<file path="src/rtl/core/flc_pkg.sv">
// Package for the FDTD lossy coefficient unit: float types, constants, latencies
// and the unpack / round / pack helpers of the single-precision pipeline.
// Depends on nothing; used by the interfaces, flc_fpu and the top level.
package flc_pkg;

  localparam int FLT_W     = 32;
  localparam int CFG_IDX_W = 4;
  localparam int DIV_STEPS = 25;

  localparam int L_MUL = 5;
  localparam int L_ADD = 7;
  localparam int L_DIV = DIV_STEPS + 4;
  localparam int LAT   = L_MUL + 2 * L_DIV + L_ADD;

  typedef logic [FLT_W-1:0]  word_t;
  typedef logic signed [10:0] exp_t;

  localparam word_t FP_ONE    = 32'h3F80_0000;
  localparam word_t FP_TWO    = 32'h4000_0000;
  localparam word_t CANON_NAN = 32'h7FC0_0000;

  localparam exp_t EXP_BIAS   = 11'sd127;
  localparam exp_t EXP_ZERO   = -11'sd256;
  localparam exp_t EXP_INF    = 11'sd255;
  localparam exp_t EXP_DN_MIN = -11'sd25;
  localparam exp_t EXP_ONE    = 11'sd1;

  typedef enum logic [1:0] {FOP_MUL, FOP_ADD, FOP_DIV} fop_t;

  typedef enum logic [CFG_IDX_W-1:0] {
    REG_TIME_STEP = 4'd0,
    REG_CELL_SIZE = 4'd1
  } cfg_reg_t;

  // normalized operand: man[23] set unless zero
  typedef struct packed {
    logic        sgn;
    exp_t        ex;
    logic [23:0] man;
    logic        nan;
    logic        inf;
    logic        zero;
  } unp_t;

  // before rounding: man[25] hidden, [24:2] fraction, [1] guard, [0] sticky
  typedef struct packed {
    logic        sgn;
    exp_t        ex;
    logic [25:0] man;
    logic        nan;
    logic        inf;
    logic        zero;
  } pre_t;

  typedef struct packed {
    logic        sgn;
    logic [7:0]  efld;
    logic [25:0] man;
    logic        ovf;
    logic        nan;
    logic        inf;
    logic        zero;
  } rnd_t;

  typedef struct packed {
    logic        sgn;
    exp_t        ex;
    logic [23:0] dvs;
    logic [25:0] rem;
    logic [24:0] quo;
    logic        nan;
    logic        inf;
    logic        zero;
  } dst_t;

  function automatic logic [4:0] lzc27(input logic [26:0] v);
    logic [4:0] n;
    logic       hit;
    n   = 5'd0;
    hit = 1'b0;
    for (int i = 26; i >= 0; i--) begin
      if (!hit) begin
        if (v[i]) hit = 1'b1;
        else n = n + 5'd1;
      end
    end
    return n;
  endfunction

  function automatic unp_t unpack(input word_t w);
    unp_t       u;
    logic [4:0] lz;
    lz     = lzc27({w[22:0], 4'hF});
    u.sgn  = w[31];
    u.nan  = (&w[30:23]) && (|w[22:0]);
    u.inf  = (&w[30:23]) && !(|w[22:0]);
    u.zero = ~(|w[30:0]);
    if (w[30:23] != 8'd0) begin
      u.ex  = exp_t'({3'b000, w[30:23]});
      u.man = {1'b1, w[22:0]};
    end else if (u.zero) begin
      u.ex  = EXP_ZERO;
      u.man = 24'd0;
    end else begin
      u.ex  = exp_t'(0) - exp_t'({6'd0, lz});
      u.man = {1'b0, w[22:0]} << (lz + 5'd1);
    end
    return u;
  endfunction

  function automatic dst_t div_step(input dst_t s);
    dst_t        t;
    logic [25:0] dif;
    t   = s;
    dif = s.rem - {2'b00, s.dvs};
    if (s.rem >= {2'b00, s.dvs}) begin
      t.quo = {s.quo[23:0], 1'b1};
      t.rem = {dif[24:0], 1'b0};
    end else begin
      t.quo = {s.quo[23:0], 1'b0};
      t.rem = {s.rem[24:0], 1'b0};
    end
    return t;
  endfunction

  // shift subnormal results into place, collecting sticky
  function automatic rnd_t denorm(input pre_t p);
    rnd_t        r;
    logic [4:0]  sh;
    logic [25:0] ms;
    logic        lost;
    r.sgn  = p.sgn;
    r.nan  = p.nan;
    r.inf  = p.inf;
    r.zero = p.zero;
    r.ovf  = (p.ex >= EXP_INF);
    sh     = 5'd0;
    ms     = p.man;
    lost   = 1'b0;
    if (p.ex < EXP_ONE) begin
      sh     = (p.ex < EXP_DN_MIN) ? 5'd26 : 5'(EXP_ONE - p.ex);
      ms     = p.man >> sh;
      lost   = |(p.man & ~(26'h3FF_FFFF << sh));
      r.efld = 8'd0;
      r.man  = {ms[25:1], ms[0] | lost};
    end else begin
      r.efld = p.ex[7:0];
      r.man  = p.man;
    end
    return r;
  endfunction

  // round to nearest even; carry may run into the exponent or to infinity
  function automatic word_t pack(input rnd_t r);
    logic        inc;
    logic [30:0] body;
    word_t       w;
    inc  = r.man[1] & (r.man[0] | r.man[2]);
    body = {r.efld, r.man[24:2]} + {30'd0, inc};
    if (r.nan) w = CANON_NAN;
    else if (r.inf || r.ovf) w = {r.sgn, 8'hFF, 23'd0};
    else if (r.zero) w = {r.sgn, 31'd0};
    else w = {r.sgn, body};
    return w;
  endfunction

endpackage

</file>
<file path="src/rtl/core/flc_fpu.sv">
// Pipelined single-precision operator (multiply, add or divide), RNE, subnormals.
// Fixed latency per operator from flc_pkg; no stall, no reset. Depends on flc_pkg.
module flc_fpu #(
  parameter flc_pkg::fop_t OP = flc_pkg::FOP_MUL
) (
  input  logic           clk,
  input  flc_pkg::word_t a,
  input  flc_pkg::word_t b,
  output flc_pkg::word_t y
);

  flc_pkg::unp_t  ua_r, ub_r;
  flc_pkg::pre_t  pre_w;
  flc_pkg::rnd_t  rnd_r;
  flc_pkg::word_t y_r;

  always_ff @(posedge clk) begin
    ua_r  <= flc_pkg::unpack(a);
    ub_r  <= flc_pkg::unpack(b);
    rnd_r <= flc_pkg::denorm(pre_w);
    y_r   <= flc_pkg::pack(rnd_r);
  end

  assign y = y_r;

  generate
    if (OP == flc_pkg::FOP_MUL) begin : g_mul
      typedef struct packed {
        logic          sgn;
        flc_pkg::exp_t ex;
        logic [47:0]   prod;
        logic          nan;
        logic          inf;
        logic          zero;
      } mul_t;

      mul_t          m_r;
      flc_pkg::pre_t pre_r, pre_nxt;

      always_comb begin
        pre_nxt.sgn  = m_r.sgn;
        pre_nxt.nan  = m_r.nan;
        pre_nxt.inf  = m_r.inf;
        pre_nxt.zero = m_r.zero;
        if (m_r.prod[47]) begin
          pre_nxt.ex  = m_r.ex + flc_pkg::EXP_ONE;
          pre_nxt.man = {m_r.prod[47:23], |m_r.prod[22:0]};
        end else begin
          pre_nxt.ex  = m_r.ex;
          pre_nxt.man = {m_r.prod[46:22], |m_r.prod[21:0]};
        end
      end

      always_ff @(posedge clk) begin
        m_r.sgn  <= ua_r.sgn ^ ub_r.sgn;
        m_r.ex   <= ua_r.ex + ub_r.ex - flc_pkg::EXP_BIAS;
        m_r.prod <= {24'd0, ua_r.man} * {24'd0, ub_r.man};
        m_r.nan  <= ua_r.nan | ub_r.nan | (ua_r.inf & ub_r.zero) | (ua_r.zero & ub_r.inf);
        m_r.inf  <= ua_r.inf | ub_r.inf;
        m_r.zero <= ua_r.zero | ub_r.zero;
        pre_r    <= pre_nxt;
      end

      assign pre_w = pre_r;

    end else if (OP == flc_pkg::FOP_ADD) begin : g_add
      typedef struct packed {
        logic          sgn;
        flc_pkg::exp_t ex;
        logic [23:0]   man_big;
        logic [23:0]   man_sml;
        logic [4:0]    sh;
        logic          sub;
        logic          zsgn;
        logic          isgn;
        logic          nan;
        logic          inf;
      } add1_t;

      typedef struct packed {
        logic          sgn;
        flc_pkg::exp_t ex;
        logic [26:0]   ext_big;
        logic [26:0]   al;
        logic          sub;
        logic          zsgn;
        logic          isgn;
        logic          nan;
        logic          inf;
      } add2_t;

      typedef struct packed {
        logic          sgn;
        flc_pkg::exp_t ex;
        logic [27:0]   sum;
        logic          zsgn;
        logic          isgn;
        logic          nan;
        logic          inf;
      } add3_t;

      add1_t         s1_r, s1_nxt;
      add2_t         s2_r, s2_nxt;
      add3_t         s3_r, s3_nxt;
      flc_pkg::pre_t pre_r, pre_nxt;

      always_comb begin
        logic          a_big;
        flc_pkg::exp_t dif;
        a_big = (ua_r.ex > ub_r.ex) || ((ua_r.ex == ub_r.ex) && (ua_r.man >= ub_r.man));
        dif   = a_big ? (ua_r.ex - ub_r.ex) : (ub_r.ex - ua_r.ex);
        s1_nxt.sgn     = a_big ? ua_r.sgn : ub_r.sgn;
        s1_nxt.ex      = a_big ? ua_r.ex : ub_r.ex;
        s1_nxt.man_big = a_big ? ua_r.man : ub_r.man;
        s1_nxt.man_sml = a_big ? ub_r.man : ua_r.man;
        s1_nxt.sh      = (dif > 11'sd27) ? 5'd27 : dif[4:0];
        s1_nxt.sub     = ua_r.sgn ^ ub_r.sgn;
        s1_nxt.zsgn    = ua_r.sgn & ub_r.sgn;
        s1_nxt.isgn    = ua_r.inf ? ua_r.sgn : ub_r.sgn;
        s1_nxt.nan     = ua_r.nan | ub_r.nan | (ua_r.inf & ub_r.inf & (ua_r.sgn ^ ub_r.sgn));
        s1_nxt.inf     = ua_r.inf | ub_r.inf;
      end

      always_comb begin
        logic [26:0] ext;
        logic [26:0] shd;
        logic        lost;
        ext  = {s1_r.man_sml, 3'b000};
        shd  = ext >> s1_r.sh;
        lost = |(ext & ~(27'h7FF_FFFF << s1_r.sh));
        s2_nxt.sgn     = s1_r.sgn;
        s2_nxt.ex      = s1_r.ex;
        s2_nxt.ext_big = {s1_r.man_big, 3'b000};
        s2_nxt.al      = {shd[26:1], shd[0] | lost};
        s2_nxt.sub     = s1_r.sub;
        s2_nxt.zsgn    = s1_r.zsgn;
        s2_nxt.isgn    = s1_r.isgn;
        s2_nxt.nan     = s1_r.nan;
        s2_nxt.inf     = s1_r.inf;
      end

      always_comb begin
        s3_nxt.sgn  = s2_r.sgn;
        s3_nxt.ex   = s2_r.ex;
        s3_nxt.sum  = s2_r.sub ? ({1'b0, s2_r.ext_big} - {1'b0, s2_r.al})
                               : ({1'b0, s2_r.ext_big} + {1'b0, s2_r.al});
        s3_nxt.zsgn = s2_r.zsgn;
        s3_nxt.isgn = s2_r.isgn;
        s3_nxt.nan  = s2_r.nan;
        s3_nxt.inf  = s2_r.inf;
      end

      always_comb begin
        logic [4:0]  lz;
        logic [26:0] t;
        lz = flc_pkg::lzc27(s3_r.sum[26:0]);
        t  = s3_r.sum[26:0] << lz;
        pre_nxt.nan  = s3_r.nan;
        pre_nxt.inf  = s3_r.inf;
        pre_nxt.zero = (s3_r.sum == 28'd0);
        if (s3_r.inf) pre_nxt.sgn = s3_r.isgn;
        else if (s3_r.sum == 28'd0) pre_nxt.sgn = s3_r.zsgn;
        else pre_nxt.sgn = s3_r.sgn;
        if (s3_r.sum[27]) begin
          pre_nxt.ex  = s3_r.ex + flc_pkg::EXP_ONE;
          pre_nxt.man = {s3_r.sum[27:3], |s3_r.sum[2:0]};
        end else begin
          pre_nxt.ex  = s3_r.ex - flc_pkg::exp_t'({6'd0, lz});
          pre_nxt.man = {t[26:2], |t[1:0]};
        end
      end

      always_ff @(posedge clk) begin
        s1_r  <= s1_nxt;
        s2_r  <= s2_nxt;
        s3_r  <= s3_nxt;
        pre_r <= pre_nxt;
      end

      assign pre_w = pre_r;

    end else begin : g_div
      flc_pkg::dst_t st_r [flc_pkg::DIV_STEPS+1];
      flc_pkg::dst_t st0_nxt;

      always_comb begin
        st0_nxt.sgn  = ua_r.sgn ^ ub_r.sgn;
        st0_nxt.dvs  = ub_r.man;
        st0_nxt.quo  = 25'd0;
        st0_nxt.nan  = ua_r.nan | ub_r.nan | (ua_r.zero & ub_r.zero) | (ua_r.inf & ub_r.inf);
        st0_nxt.inf  = ua_r.inf | ub_r.zero;
        st0_nxt.zero = ua_r.zero | ub_r.inf;
        if (ua_r.man >= ub_r.man) begin
          st0_nxt.rem = {2'b00, ua_r.man};
          st0_nxt.ex  = ua_r.ex - ub_r.ex + flc_pkg::EXP_BIAS;
        end else begin
          st0_nxt.rem = {1'b0, ua_r.man, 1'b0};
          st0_nxt.ex  = ua_r.ex - ub_r.ex + flc_pkg::EXP_BIAS - flc_pkg::EXP_ONE;
        end
      end

      always_ff @(posedge clk) begin
        st_r[0] <= st0_nxt;
        for (int k = 1; k <= flc_pkg::DIV_STEPS; k++) begin
          st_r[k] <= flc_pkg::div_step(st_r[k-1]);
        end
      end

      assign pre_w.sgn  = st_r[flc_pkg::DIV_STEPS].sgn;
      assign pre_w.ex   = st_r[flc_pkg::DIV_STEPS].ex;
      assign pre_w.man  = {st_r[flc_pkg::DIV_STEPS].quo, |st_r[flc_pkg::DIV_STEPS].rem};
      assign pre_w.nan  = st_r[flc_pkg::DIV_STEPS].nan;
      assign pre_w.inf  = st_r[flc_pkg::DIV_STEPS].inf;
      assign pre_w.zero = st_r[flc_pkg::DIV_STEPS].zero;
    end
  endgenerate

endmodule

</file>
<file path="config.mk">
export PLATFORM = sky130hd
export DESIGN_NAME = flc_fpu
export DESIGN_NICKNAME = d
export VERILOG_FILES = /design/src/rtl/core/flc_pkg.sv /design/src/rtl/core/flc_fpu.sv
export SDC_FILE = /design/constraint.sdc
export NUM_CORES = 2
export LEC_CHECK = 0
export BUFFER_PORTS_ARGS = -buffer_cell sky130_fd_sc_hd__buf_2
export CORE_ASPECT_RATIO = 0.75
export CORE_UTILIZATION = 65
export DETAILED_ROUTE_END_ITERATION = 6
export PLACE_DENSITY = 0.94
export REMOVE_ABC_BUFFERS = 1
export SLEW_MARGIN = 40
export SYNTH_ARGS = -nofsm -noshare
export SYNTH_HDL_FRONTEND = slang
export SYNTH_SLANG_ARGS = --single-unit
</file>
<file path="constraint.sdc">
create_clock -name clk -period 35.4 [get_ports clk]
set_clock_uncertainty 0.1 [all_clocks]
set_input_delay 3.54 -clock clk [delete_from_list [all_inputs] [get_ports clk]]
set_output_delay 3.54 -clock clk [all_outputs]
set_load 0.01 [all_outputs]
</file>
==> metrics.yaml <==
area_delta_synth_final_pct: 6.22
ios: 97
rsz0062_at_grt: "no"
die_w_um: 267
cts_tree: "built"
layout-drive-gt1-share_pct: 8.03
synth-edff-count: 0
critical_path_peak_fanout: 18
crit_top_cell: "ha_1"
cp_data_required_time_ns: 35.77
vias: 29650
htreeDepth: 1
port_buffers: 96
layout_commonest_cell: "nand2_1"
hp-class: "reg -> reg"
crit_arrival_ns: 16.50
avgSynthCellArea_um2: 8.58
dieHeight_um: 200
critPathLaunchType: "input port"
post-route-period-util_pct: 45.6
cts_made_buffers: 27
drt_iter0_drc: 3342
viasPerCell: 6.32
clk_pin_slew_ns: 0.07
violations: "DRC"
grt_pass1_vias: 31132
worst_pin_slew_ns: 0.908
fin_crit_ns: 16.13
gp_congestion: 1.00
ant_nets: 0
cts_hold_buf: 0
dr.pass1.iters: 7
core_mm2: 0.0517
endpoint_kind: "register"
cts_setup_buffers: 0
wl_mm: 101
final_cells: 4689
cts_resized: 0
cap_violations: 0
cts-root-buf: "clkbuf_16"
status: "finished, violations left"
grt_max_degree: 34
hold_violations: 0
overflow: 0
fill_cells: 3587
tns_ns: 0
start_util_pct: 66.0
setup-violations-final: 0
yosysWarnings: 0
syn_inst: 3980
ys_seq_area_share_pct: 14.5
synth.distinct_cells: 97
cpPeakStageDelay_ns: 0.73
cts.sinks: 248
ys_async_sr_fraction_pct: 0
synth_area_mm2: 0.0341
final_cell_mix: "nand2_1 (597), inv_1 (560), fa_1 (483)"
hpwlAfterDp_mm: 72.9
synth_flop_cell: "dfxtp_1"
dpl_cell_area_mm2: 0.0352
track_usage_pct: 38.7
antenna_found_initial: 0
clk_latency_ns: 0.58
path_class: "in -> reg"
row_count: 72
final_net_count: 4750
timing.slew.headroom_pct: 39.2
dp.cells: 4638
report.final.slew_viol_count: 0
post-route-drc-count: 3
yosys_register_bits: 248
final_cell_area_mm2: 0.0363
worst_path_max_delay_cell: "ha_1"
clock.fmax_mhz: 62.0
die_area_mm2: 0.0534
clockBufferDepth: 3
drt-wirelength-per-cell_um: 21.6
grt_pass1_wl_mm: 164
==> layer usage <==
layer / wire [µm] / part of all wire (%) / GRT usage (%) / vias to the layer above
li1: - / - / - / 12774
met2: 44400 / 44 / 59.7 / 2244
met1: 36600 / 36 / 49.6 / 14064
met3: 13700 / 14 / 10.8 / 568
met5: 0 / 0 / 0 / -
met4: 6390 / 6.3 / 20.1 / 0
==> per-stage QoR <==
stage / hold WS [ns] / setup WS [ns] / utilization [%]
2_1_floorplan: 0.210 / 20.31 / -
3_3_place_gp: 0.212 / 19.20 / 68.1
3_5_place_dp: 0.213 / 18.77 / 68.1
4_1_cts: 0.232 / 19.34 / 70.1
5_1_grt: 0.241 / 18.30 / 70.1
6_report: 0.231 / 19.27 / 70.1
==> area by class of cell <==
class / count / area [µm²] / share of cell area, %
Clock buffer: 34 / 762 / 2.10
Clock inverter: 16 / 236 / 0.652
Inverter: 562 / 2110 / 5.82
Sequential cell: 248 / 4970 / 13.7
Multi-Input combinational cell: 2964 / 26300 / 72.6
Tap cell: 703 / 880 / 2.43
Antenna cell: 1 / 2.50 / 0.00690
Timing Repair Buffer: 161 / 968 / 2.67
==> critical path: cells and delay by family <==
kind / cells / cell delay, ns
multiplexers: 7 / 1.53
buffers and inverters: 4 / 1.04
AND/OR/NAND/NOR: 14 / 2.38
XOR/XNOR: 1 / 0.17
adder cells (fa/ha/maj): 12 / 4.19
AO/OA/AOI/OAI: 18 / 3.65
==> synthesized netlist by cell type (12+ instances only) <==
library cell / n / area (µm²)
nand2_1: 599 / 2250
inv_1: 560 / 2100
fa_1: 483 / 9670
dfxtp_1: 248 / 4960
ha_1: 238 / 2980
and2_1: 230 / 1440
nor2_1: 196 / 736
clkbuf_1: 186 / 698
a21oi_1: 155 / 776
mux2i_1: 142 / 1420
o21ai_0: 106 / 531
xnor2_1: 104 / 911
xor2_1: 67 / 587
nor3_1: 62 / 310
nand3_1: 58 / 290
a21o_1: 39 / 293
mux2_2: 38 / 428
nor2b_1: 34 / 213
a211oi_1: 33 / 248
nor4_1: 26 / 163
nand2b_1: 24 / 150
and3_1: 23 / 144
nand4_1: 19 / 119
or2_2: 19 / 119
a31oi_1: 18 / 113
a22o_1: 16 / 140
o22ai_1: 14 / 87.6
or3_1: 14 / 87.6
o21bai_1: 13 / 97.6
a32o_1: 12 / 120
o211ai_1: 12 / 90.1
==> final timing paths <==
check / start / end / slack [ns] / depth (start not counted)
setup reg to reg: ua_r[14]$_DFF_P_ / g_mul.m_r[50]$_DFF_P_ / 26.03 / 30
setup / recovery: a[21] / ua_r[26]$_SDFF_PP1_ / 19.27 / 56
hold / removal: g_mul.m_r[2]$_DFF_P_ / g_mul.pre_r[2]$_DFF_P_ / 0.23 / 0
hold reg to reg: g_mul.m_r[2]$_DFF_P_ / g_mul.pre_r[2]$_DFF_P_ / 0.23 / 0
==> flip-flops by register name, indices dropped and copies added (netlist names) <==
register     count
ua_r            37
g_mul.m_r       63
ub_r            37
g_mul.pre_r     41
y               32
rnd_r           38
==> cell families (layout without fill, tap and decap cells) <==
| group | after synthesis | in the layout | synth area share [%] |
|---|---|---|---|
| buf+inv | 768 | 773 | 8.52 |
| other cells | 0 | 1 | 0 |
| flops | 248 | 248 | 14.5 |
| fa+ha+maj | 727 | 727 | 37.2 |
| xor+xnor | 187 | 187 | 5.38 |
| simple gates | 1344 | 1344 | 18.8 |
| compound gates | 523 | 523 | 9.96 |
| mux | 183 | 183 | 5.55 |
Power is left out: the tool's default activity adds up to more than one toggle a clock period on the data nets, which glitch-free logic cannot reach.
